===== src/rtl/jdp_pkg.sv =====
// Package for the bounded-distortion Jacobian projector.
// Holds widths, pipeline stage indexes, the stage payload type and helpers.
// No dependencies; every other file but jdp_if uses it by scoped names.
`timescale 1ns / 1ps
`default_nettype none

package jdp_pkg;

  localparam int WORD_BITS = 32;
  localparam int FRAC_BITS = 20;
  localparam int DIR_BITS  = 30;

  // Root unit: 64-bit radicand, one root bit per stage.
  localparam int RAD_BITS  = 64;
  localparam int ROOT_BITS = 32;
  localparam int SQRT_LAT  = ROOT_BITS;

  // Divider: unsigned numerator and divisor, one quotient bit per stage.
  localparam int NUM_BITS = 63;
  localparam int DEN_BITS = 43;
  localparam int DIV_LAT  = NUM_BITS;

  // Divider lanes.
  localparam int NDIV   = 6;
  localparam int D_DIST = 0;
  localparam int D_T    = 1;
  localparam int D_CA   = 2;
  localparam int D_SA   = 3;
  localparam int D_CC   = 4;
  localparam int D_SD   = 5;

  // Pipeline stage indexes.
  localparam int S_IN     = 0;
  localparam int S_MUL    = 1;
  localparam int S_SQ     = 2;
  localparam int S_SUM    = 3;
  localparam int S_ROOT   = S_SUM + SQRT_LAT;
  localparam int S_SV     = S_ROOT + 1;
  localparam int S_DIVIN  = S_SV + 1;
  localparam int S_DIVOUT = S_DIVIN + DIV_LAT;
  localparam int S_QUO    = S_DIVOUT + 1;
  localparam int S_TK     = S_QUO + 1;
  localparam int S_CLAMP  = S_TK + 1;
  localparam int S_HG     = S_CLAMP + 1;
  localparam int S_SCALE  = S_HG + 1;
  localparam int S_OUT    = S_SCALE + 1;
  localparam int NST      = S_OUT + 1;

  // Configuration register indexes.
  localparam logic [1:0] CFG_LOWER  = 2'd0;
  localparam logic [1:0] CFG_UPPER  = 2'd1;
  localparam logic [1:0] CFG_DETTHR = 2'd2;

  localparam logic [30:0] WORD_MAX = 31'h7fff_ffff;

  typedef struct packed {
    logic signed [31:0] m00;
    logic signed [31:0] m01;
    logic signed [31:0] m10;
    logic signed [31:0] m11;
    logic signed [31:0] k;
    logic signed [31:0] a;
    logic signed [31:0] b;
    logic signed [31:0] c;
    logic signed [31:0] d;
    logic signed [63:0] p1;
    logic signed [63:0] p2;
    logic signed [63:0] kd;
    logic signed [63:0] kk;
    logic signed [63:0] sqa;
    logic signed [63:0] sqb;
    logic signed [63:0] sqc;
    logic signed [63:0] sqd;
    logic [63:0] xab;
    logic [63:0] xcd;
    logic degen;
    logic signed [31:0] degp00;
    logic [42:0] dent;
    logic [31:0] nab;
    logic [31:0] ncd;
    logic flip;
    logic [30:0] s0;
    logic signed [31:0] s1;
    logic signed [63:0] ks0;
    logic [NDIV-1:0][NUM_BITS-1:0] dnum;
    logic [NDIV-1:0][DEN_BITS-1:0] dden;
    logic [NDIV-1:0] dneg;
    logic [30:0] ratio;
    logic pk;
    logic signed [31:0] t;
    logic signed [31:0] ca;
    logic signed [31:0] sa;
    logic signed [31:0] cc;
    logic signed [31:0] sd;
    logic signed [63:0] tk;
    logic signed [31:0] n0;
    logic signed [31:0] n1;
    logic proj;
    logic signed [32:0] h;
    logic signed [32:0] g;
    logic signed [33:0] ra;
    logic signed [33:0] rb;
    logic signed [33:0] fc;
    logic signed [33:0] fd;
    logic signed [31:0] p00;
    logic signed [31:0] p01;
    logic signed [31:0] p10;
    logic signed [31:0] p11;
  } pipe_t;

  // Saturate a 64-bit signed value to the 32-bit word.
  function automatic logic signed [31:0] sat64(input logic signed [63:0] x);
    if (x > 64'sd2147483647) begin
      return 32'sh7fff_ffff;
    end else if (x < -64'sd2147483648) begin
      return 32'sh8000_0000;
    end
    return x[31:0];
  endfunction

  // Floor half of a sum and of a difference of two words.
  function automatic logic signed [31:0] half_sum(input logic signed [31:0] x,
                                                  input logic signed [31:0] y);
    logic signed [32:0] s;
    s = 33'(x) + 33'(y);
    return s[32:1];
  endfunction

  function automatic logic signed [31:0] half_dif(input logic signed [31:0] x,
                                                  input logic signed [31:0] y);
    logic signed [32:0] s;
    s = 33'(x) - 33'(y);
    return s[32:1];
  endfunction

  // Magnitude of a signed word as an unsigned word.
  function automatic logic [31:0] mag32(input logic signed [31:0] x);
    return x[31] ? (~x + 32'd1) : x;
  endfunction

  // Apply the sign back to an unsigned quotient.
  function automatic logic signed [63:0] signed_quo(input logic [NUM_BITS-1:0] q,
                                                    input logic neg);
    logic signed [63:0] v;
    v = $signed({1'b0, q});
    return neg ? -v : v;
  endfunction

  // Scale a direction fraction: round half up of h*u / 2^31.
  function automatic logic signed [33:0] scale_dir(input logic signed [32:0] h,
                                                   input logic signed [31:0] u);
    logic signed [64:0] pr;
    pr = 65'(h) * 65'(u);
    pr = (pr + (65'sd1 <<< DIR_BITS)) >>> (DIR_BITS + 1);
    return pr[33:0];
  endfunction

endpackage

`default_nettype wire


===== src/rtl/jdp_isqrt.sv =====
// Pipelined floor square root, one root bit per register stage.
// Depends on jdp_pkg for the radicand and root widths.
`timescale 1ns / 1ps
`default_nettype none

module jdp_isqrt (
  input  wire logic                           clk,
  input  wire logic                           en,
  input  wire logic [jdp_pkg::RAD_BITS-1:0]   radicand,
  output logic      [jdp_pkg::ROOT_BITS-1:0]  root
);

  logic [jdp_pkg::RAD_BITS-1:0]  rem_q  [jdp_pkg::ROOT_BITS];
  logic [jdp_pkg::ROOT_BITS-1:0] root_q [jdp_pkg::ROOT_BITS];

  for (genvar s = 0; s < jdp_pkg::ROOT_BITS; s++) begin : g_step
    localparam int B = jdp_pkg::ROOT_BITS - 1 - s;
    logic [jdp_pkg::RAD_BITS-1:0]  rem_in;
    logic [jdp_pkg::ROOT_BITS-1:0] root_in;
    logic [jdp_pkg::RAD_BITS:0]    trial;

    if (s == 0) begin : g_first
      assign rem_in  = radicand;
      assign root_in = '0;
    end else begin : g_next
      assign rem_in  = rem_q[s-1];
      assign root_in = root_q[s-1];
    end

    // (root + 2^B)^2 - root^2, compared with what is left of the radicand.
    assign trial = ((jdp_pkg::RAD_BITS+1)'(root_in) << (B + 1))
                 + ((jdp_pkg::RAD_BITS+1)'(1) << (2 * B));

    always_ff @(posedge clk) begin
      if (en) begin
        if ({1'b0, rem_in} >= trial) begin
          rem_q[s]  <= jdp_pkg::RAD_BITS'({1'b0, rem_in} - trial);
          root_q[s] <= root_in | (jdp_pkg::ROOT_BITS'(1) << B);
        end else begin
          rem_q[s]  <= rem_in;
          root_q[s] <= root_in;
        end
      end
    end
  end

  assign root = root_q[jdp_pkg::ROOT_BITS-1];

endmodule

`default_nettype wire


===== config.mk =====
export PLATFORM = sky130hd
export DESIGN_NAME = jdp_isqrt
export DESIGN_NICKNAME = d
export VERILOG_FILES = /design/src/rtl/jdp_pkg.sv /design/src/rtl/jdp_isqrt.sv
export SDC_FILE = /design/constraint.sdc
export NUM_CORES = 2
export LEC_CHECK = 0
export BUFFER_PORTS_ARGS = -buffer_cell sky130_fd_sc_hd__buf_2
export CAP_MARGIN = 20
export CORE_MARGIN = 2
export CORE_UTILIZATION = 60
export DETAILED_ROUTE_END_ITERATION = 7
export PLACE_DENSITY = 0.73
export SETUP_SLACK_MARGIN = 0.15
export SLEW_MARGIN = 20
export SYNTH_ARGS = -nofsm -noshare
export SYNTH_HDL_FRONTEND = slang
export SYNTH_SLANG_ARGS = --single-unit

===== constraint.sdc =====
create_clock -name clk -period 5.5 [get_ports clk]
set_clock_uncertainty 0.1 [all_clocks]
set_input_delay 0.55 -clock clk [delete_from_list [all_inputs] [get_ports clk]]
set_output_delay 0.55 -clock clk [all_outputs]
set_load 0.02 [all_outputs]

# Word-level counts from Yosys, hierarchy flattened
# Memory sizes are Yosys's and may differ from the RTL's.
# Index checks and enable logic that the tools add are counted.
[classes] bitwise=64 n_mux=256 n_lt_le_gt_ge=32 n_addsub=63
[ops] cell="two-way mux 64 bit" n=32
[ops] cell="two-way mux 32 bit" n=32
[ops] cell="two-way mux 1 bit" n=192
[ops] cell="adder 63 x 61 -> 64 bit (second input constant)" n=1
[ops] cell=">= comparator 64 x 34 -> 1 bit" n=1
[ops] cell=">= comparator 64 x 35 -> 1 bit" n=1
[ops] cell=">= comparator 64 x 36 -> 1 bit" n=1
[ops] cell=">= comparator 64 x 37 -> 1 bit" n=1
[ops] cell=">= comparator 64 x 38 -> 1 bit" n=1
[ops] cell=">= comparator 64 x 39 -> 1 bit" n=1
[ops] cell=">= comparator 64 x 40 -> 1 bit" n=1
[ops] cell=">= comparator 64 x 41 -> 1 bit" n=1
[ops] cell=">= comparator 64 x 42 -> 1 bit" n=1
[ops] cell=">= comparator 64 x 43 -> 1 bit" n=1
[ops] cell=">= comparator 64 x 44 -> 1 bit" n=1
[ops] cell=">= comparator 64 x 45 -> 1 bit" n=1
[ops] cell=">= comparator 64 x 46 -> 1 bit" n=1
[ops] cell=">= comparator 64 x 47 -> 1 bit" n=1
[ops] cell=">= comparator 64 x 48 -> 1 bit" n=1
[ops] cell=">= comparator 64 x 49 -> 1 bit" n=1
[ops] cell=">= comparator 64 x 50 -> 1 bit" n=1
[ops] cell=">= comparator 64 x 51 -> 1 bit" n=1
[ops] cell=">= comparator 64 x 52 -> 1 bit" n=1
[ops] cell=">= comparator 64 x 53 -> 1 bit" n=1
[ops] cell="75 further kinds" n=138
[word_totals] output_inout_bits=32 memories=2 ramBits=3072 in_bits=66 regBits=0
[mem_list] name="rem_q" depth=32 width=64 rd=31 rd_ports_with_merged_regs=0 wr=32 line="jdp_isqrt.sv:13" rtl="logic [jdp_pkg::RAD_BITS-1:0] rem_q [jdp_pkg::ROOT_BITS];"
[mem_list] name="root_q" depth=32 width=32 rd=32 rd_ports_with_merged_regs=0 wr=32 line="jdp_isqrt.sv:14" rtl="logic [jdp_pkg::ROOT_BITS-1:0] root_q [jdp_pkg::ROOT_BITS];"

# Logic depth before layout (Yosys ltp)
# An unclocked memory read counts as a cell.
[depth] word_depth=7 depth_mapped=16

# Worst setup path after synthesis
# No wires, ideal clock.
[synth_timing] path_kind="input port to flip-flop" start="input port en" end="memory rem_q[1][768] (netlist name) (enable)" path_stages=4 required_time_ns=4.915 arrival_time_ns=3.931 path_buffers=4 slack_ns=0.984 path_cell_list="clkbuf_1 clkbuf_1 clkbuf_1 clkbuf_1"
[synth_rtl] element="start, declared" line="jdp_isqrt.sv:8" rtl="input wire logic en,"
[synth_rtl] element="end, declared" line="jdp_isqrt.sv:13"

==> run_results.csv <==
group,metric,value,unit
route,num_vias,80800,
placement,dp.cells,12400,
floorplan,fp.coreArea,0.200,sq mm
route,avgRoutedWirePerCell,24.5,microns
timing,finalSetupViolCount,0,
synthesis,synth.avg_cell_area,12.4,sq um
synthesis,yosysUniqueCellTypes,90,
global_routing,grt_usage,30.5,%
route,drc_errors,0,
synthesis,synth_top_cell_by_area,"edfxtp_1",
timing,max_freq,202,MHz
clocking,post_cts_resized,0,
route,postRouteWirelength,316,mm
worst_setup_path,worst-endpoint-arrival,5.49,ns
synthesis,yosysMostFrequentCell,"edfxtp_1",
worst_setup_path,cp-start-kind,"flip-flop",
timing,relSlewSlack,25.3,%
worst_setup_path,cp-end-kind,"flip-flop",
placement,postPlaceCellArea,0.125,sq mm
final_layout,fin_area,0.134,sq mm
timing,timing.final.hold_violations,0,
global_routing,grt_pass1_vias,76100,
synthesis,syn_nets,10400,
pwr,p_leak,50.4,nW
floorplan,die_h,453,microns
clocking,cts_buffers,283,
placement,place.detailed.hpwl,234,mm
synthesis,syn_area,0.121,sq mm
synthesis,synth-seq-area-share,62.2,%
placement,gp_congestion,0.963,
pwr,power_density,421,mW/mm^2
final_layout,layout.nets,10700,
clocking,cts_buffer_depth,4,
synthesis,synth_async_sr_flop_share,0,%
clocking,htreeDepth,5,
final_layout,multiInputGateArea,0.0424,sq mm
floorplan,io_pins,98,
clocking,clk_pin_slew_worst_paths,0.06,ns
clocking,cts_tree,"done",
global_routing,grt_start_max_net_pins,202,
final_layout,regArea,0.0754,sq mm
outcome,status,"complete, no violations",
synthesis,ys_ff_latch,2512,
pwr,share_seq_of_total_power,47.2,%
worst_setup_path,worstPathRequired,6.03,ns
timing,fin_crit,4.96,ns
route,drtIter0Drc,10000,
route,ant_nets,0,
run,drv_cap,0,
floorplan,die_x,453,microns
synthesis,yosysWarnings,0,
timing,rsz0062_at_grt,"no",
synthesis,syn_inst,9770,
floorplan,fp.dieArea,0.206,sq mm
timing,finalCritPeriodShare,90.2,%
placement,port_buffers,97,
pwr,clockPowerShare,31.8,%
min_path,holdCritPathClass,"in2reg",
timing,slew_viol_final,0,
pwr,ir_drop,371,uV
timing,tightest_slew,1.12,ns
final_layout,layout-drive-gt1-share,6.39,%
pwr,swShare,30.1,%
global_routing,grt_pass1_wl,473,mm
synthesis,synth_area_leaders,"edfxtp_1, ha_1, xor2_1, xnor2_1, a21oi_1",
synthesis,ys.flop_type,"edfxtp_1",
floorplan,row_count,164,
timing,fin_tns_setup,0,ns
pwr,p_int,39.4,mW
pwr,pwr-share-comb,21.0,%
global_routing,antenna_found_initial,17,
synthesis,netlist.area_leader.share,62.2,%
synthesis,synth_common_cells,"edfxtp_1, nand2_1, inv_1, nor2_1, ha_1",
clocking,clockRootBuffer,"clkbuf_16",
synthesis,synth_edf_count,2512,
final_layout,num-fill-cells,14400,
final_layout,instances_no_fill,12900,
clocking,cts_sinks,2512,
final_layout,synthToLayoutAreaGrowth,10.7,%
route,dr.pass1.iters,8,
route,vias_per_cell,6.26,
global_routing,grt_overflow,0,
floorplan,initial_core_util,60.5,%
pwr,p_sw,17.0,mW
worst_setup_path,path_class,"reg2reg",
clocking,clk_latency,0.95,ns
worst_setup_path,worstPathMaxFanout,9,
[path summary, 6_finish.rpt]
check	from	endpoint	slack [ns]	cells after the start
worst min-delay path	radicand[56]	rem_q[0][56]	0.23	2
worst max register to register	root_q[1][287]	rem_q[1][633]	0.54	12
worst min register to register	rem_q[0][291]	rem_q[0][355]	0.32	0
worst max-delay path	root_q[1][287]	rem_q[1][633]	0.54	12
[final cells by class]
type	count	area share [%]
Sequential cell	2512	56.2
Clock inverter	131	0.916
Antenna cell	8	0.0149
Timing Repair Buffer	229	1.32
Clock buffer	337	5.51
Inverter	702	1.96
Tap cell	2656	2.48
Multi-Input combinational cell	6327	31.6
[cell families (layout without fill, tap and decap cells)]
family | after synthesis | in the layout | synth area share [%]
AO/OA/AOI/OAI | 1870 | 1870 | 9.62
AND/OR/NAND/NOR | 2969 | 2969 | 12.7
flip-flops | 2512 | 2512 | 62.2
other | 0 | 8 | 0
XOR/XNOR | 878 | 878 | 6.34
adder cells (fa/ha/maj) | 558 | 558 | 5.76
buffers and inverters | 931 | 1399 | 2.90
multiplexers | 52 | 52 | 0.472
[critical path, cell delays in order (launching register included)]
cell and delay [ns]:
edfxtp_1 0.48, inv_1 0.08, ha_1 0.44, and4b_1 0.30, nand2_1 0.19, nor4_1 0.93, a2111oi_0 0.30, or3_1 0.42
a22oi_1 0.14, o21ai_1 0.18, or3_1 0.45, or4b_1 0.55, xnor2_1 0.15
[per-layer routing]
metal / part of all wire, % / global-route usage (%)
met2: 43 / 44.9
met4: 3.1 / 8.85
met1: 44 / 46.6
met5: 0.014 / 0
met3: 9.4 / 5.59
[stage by stage]
| step | power [mW] | setup WS, ns | utilization (%) | hold slack (ns) |
|---|---|---|---|---|
| floorplan | 34.2 | 0.984 | - | 0.317 |
| global route | 58.8 | 0.518 | 67.0 | 0.208 |
| finish | 56.4 | 0.538 | 67.0 | 0.229 |
| global placement | 38.3 | 0.757 | 62.3 | 0.323 |
| detailed placement | 38.4 | 0.742 | 62.4 | 0.326 |
| CTS | 56.4 | 0.740 | 67.0 | 0.169 |
[placed cells by master (no fill, tap or decap), types with 134 or more instances in the layout]
cell type / count
clkbuf_16: 288
o21ai_0: 467
xnor2_1: 404
nor3_1: 275
nand4_1: 146
inv_1: 698
a21oi_1: 537
o21a_1: 134
nand3_1: 163
nor4_1: 372
nand2_1: 712
edfxtp_1: 2512
ha_1: 558
a21o_1: 224
nor2_1: 580
xor2_1: 474
[power by group through the flow]
stage               sequential (mW)  combinational, mW  clock (mW)
finish                         26.7               11.9        17.9
detailed placement             26.9               11.5           0
global route                   26.8               13.0        18.9
CTS                            26.5               11.7        18.1
global placement               26.9               11.4           0
floorplan                      25.7               8.53           0
[registers in the layout, indices dropped and copies added (netlist names)]
signal and count:
rem_q 1984, root_q 528
[what timing repair did]
item / 4_1_cts / 5_1_grt
setup endpoints to repair: 0 / 0
hold endpoints to repair: 117 / 0
hold buffers: 65 / 0
buffers inserted: 0 / 0
No activity file was read; power rests on OpenSTA's default activity.
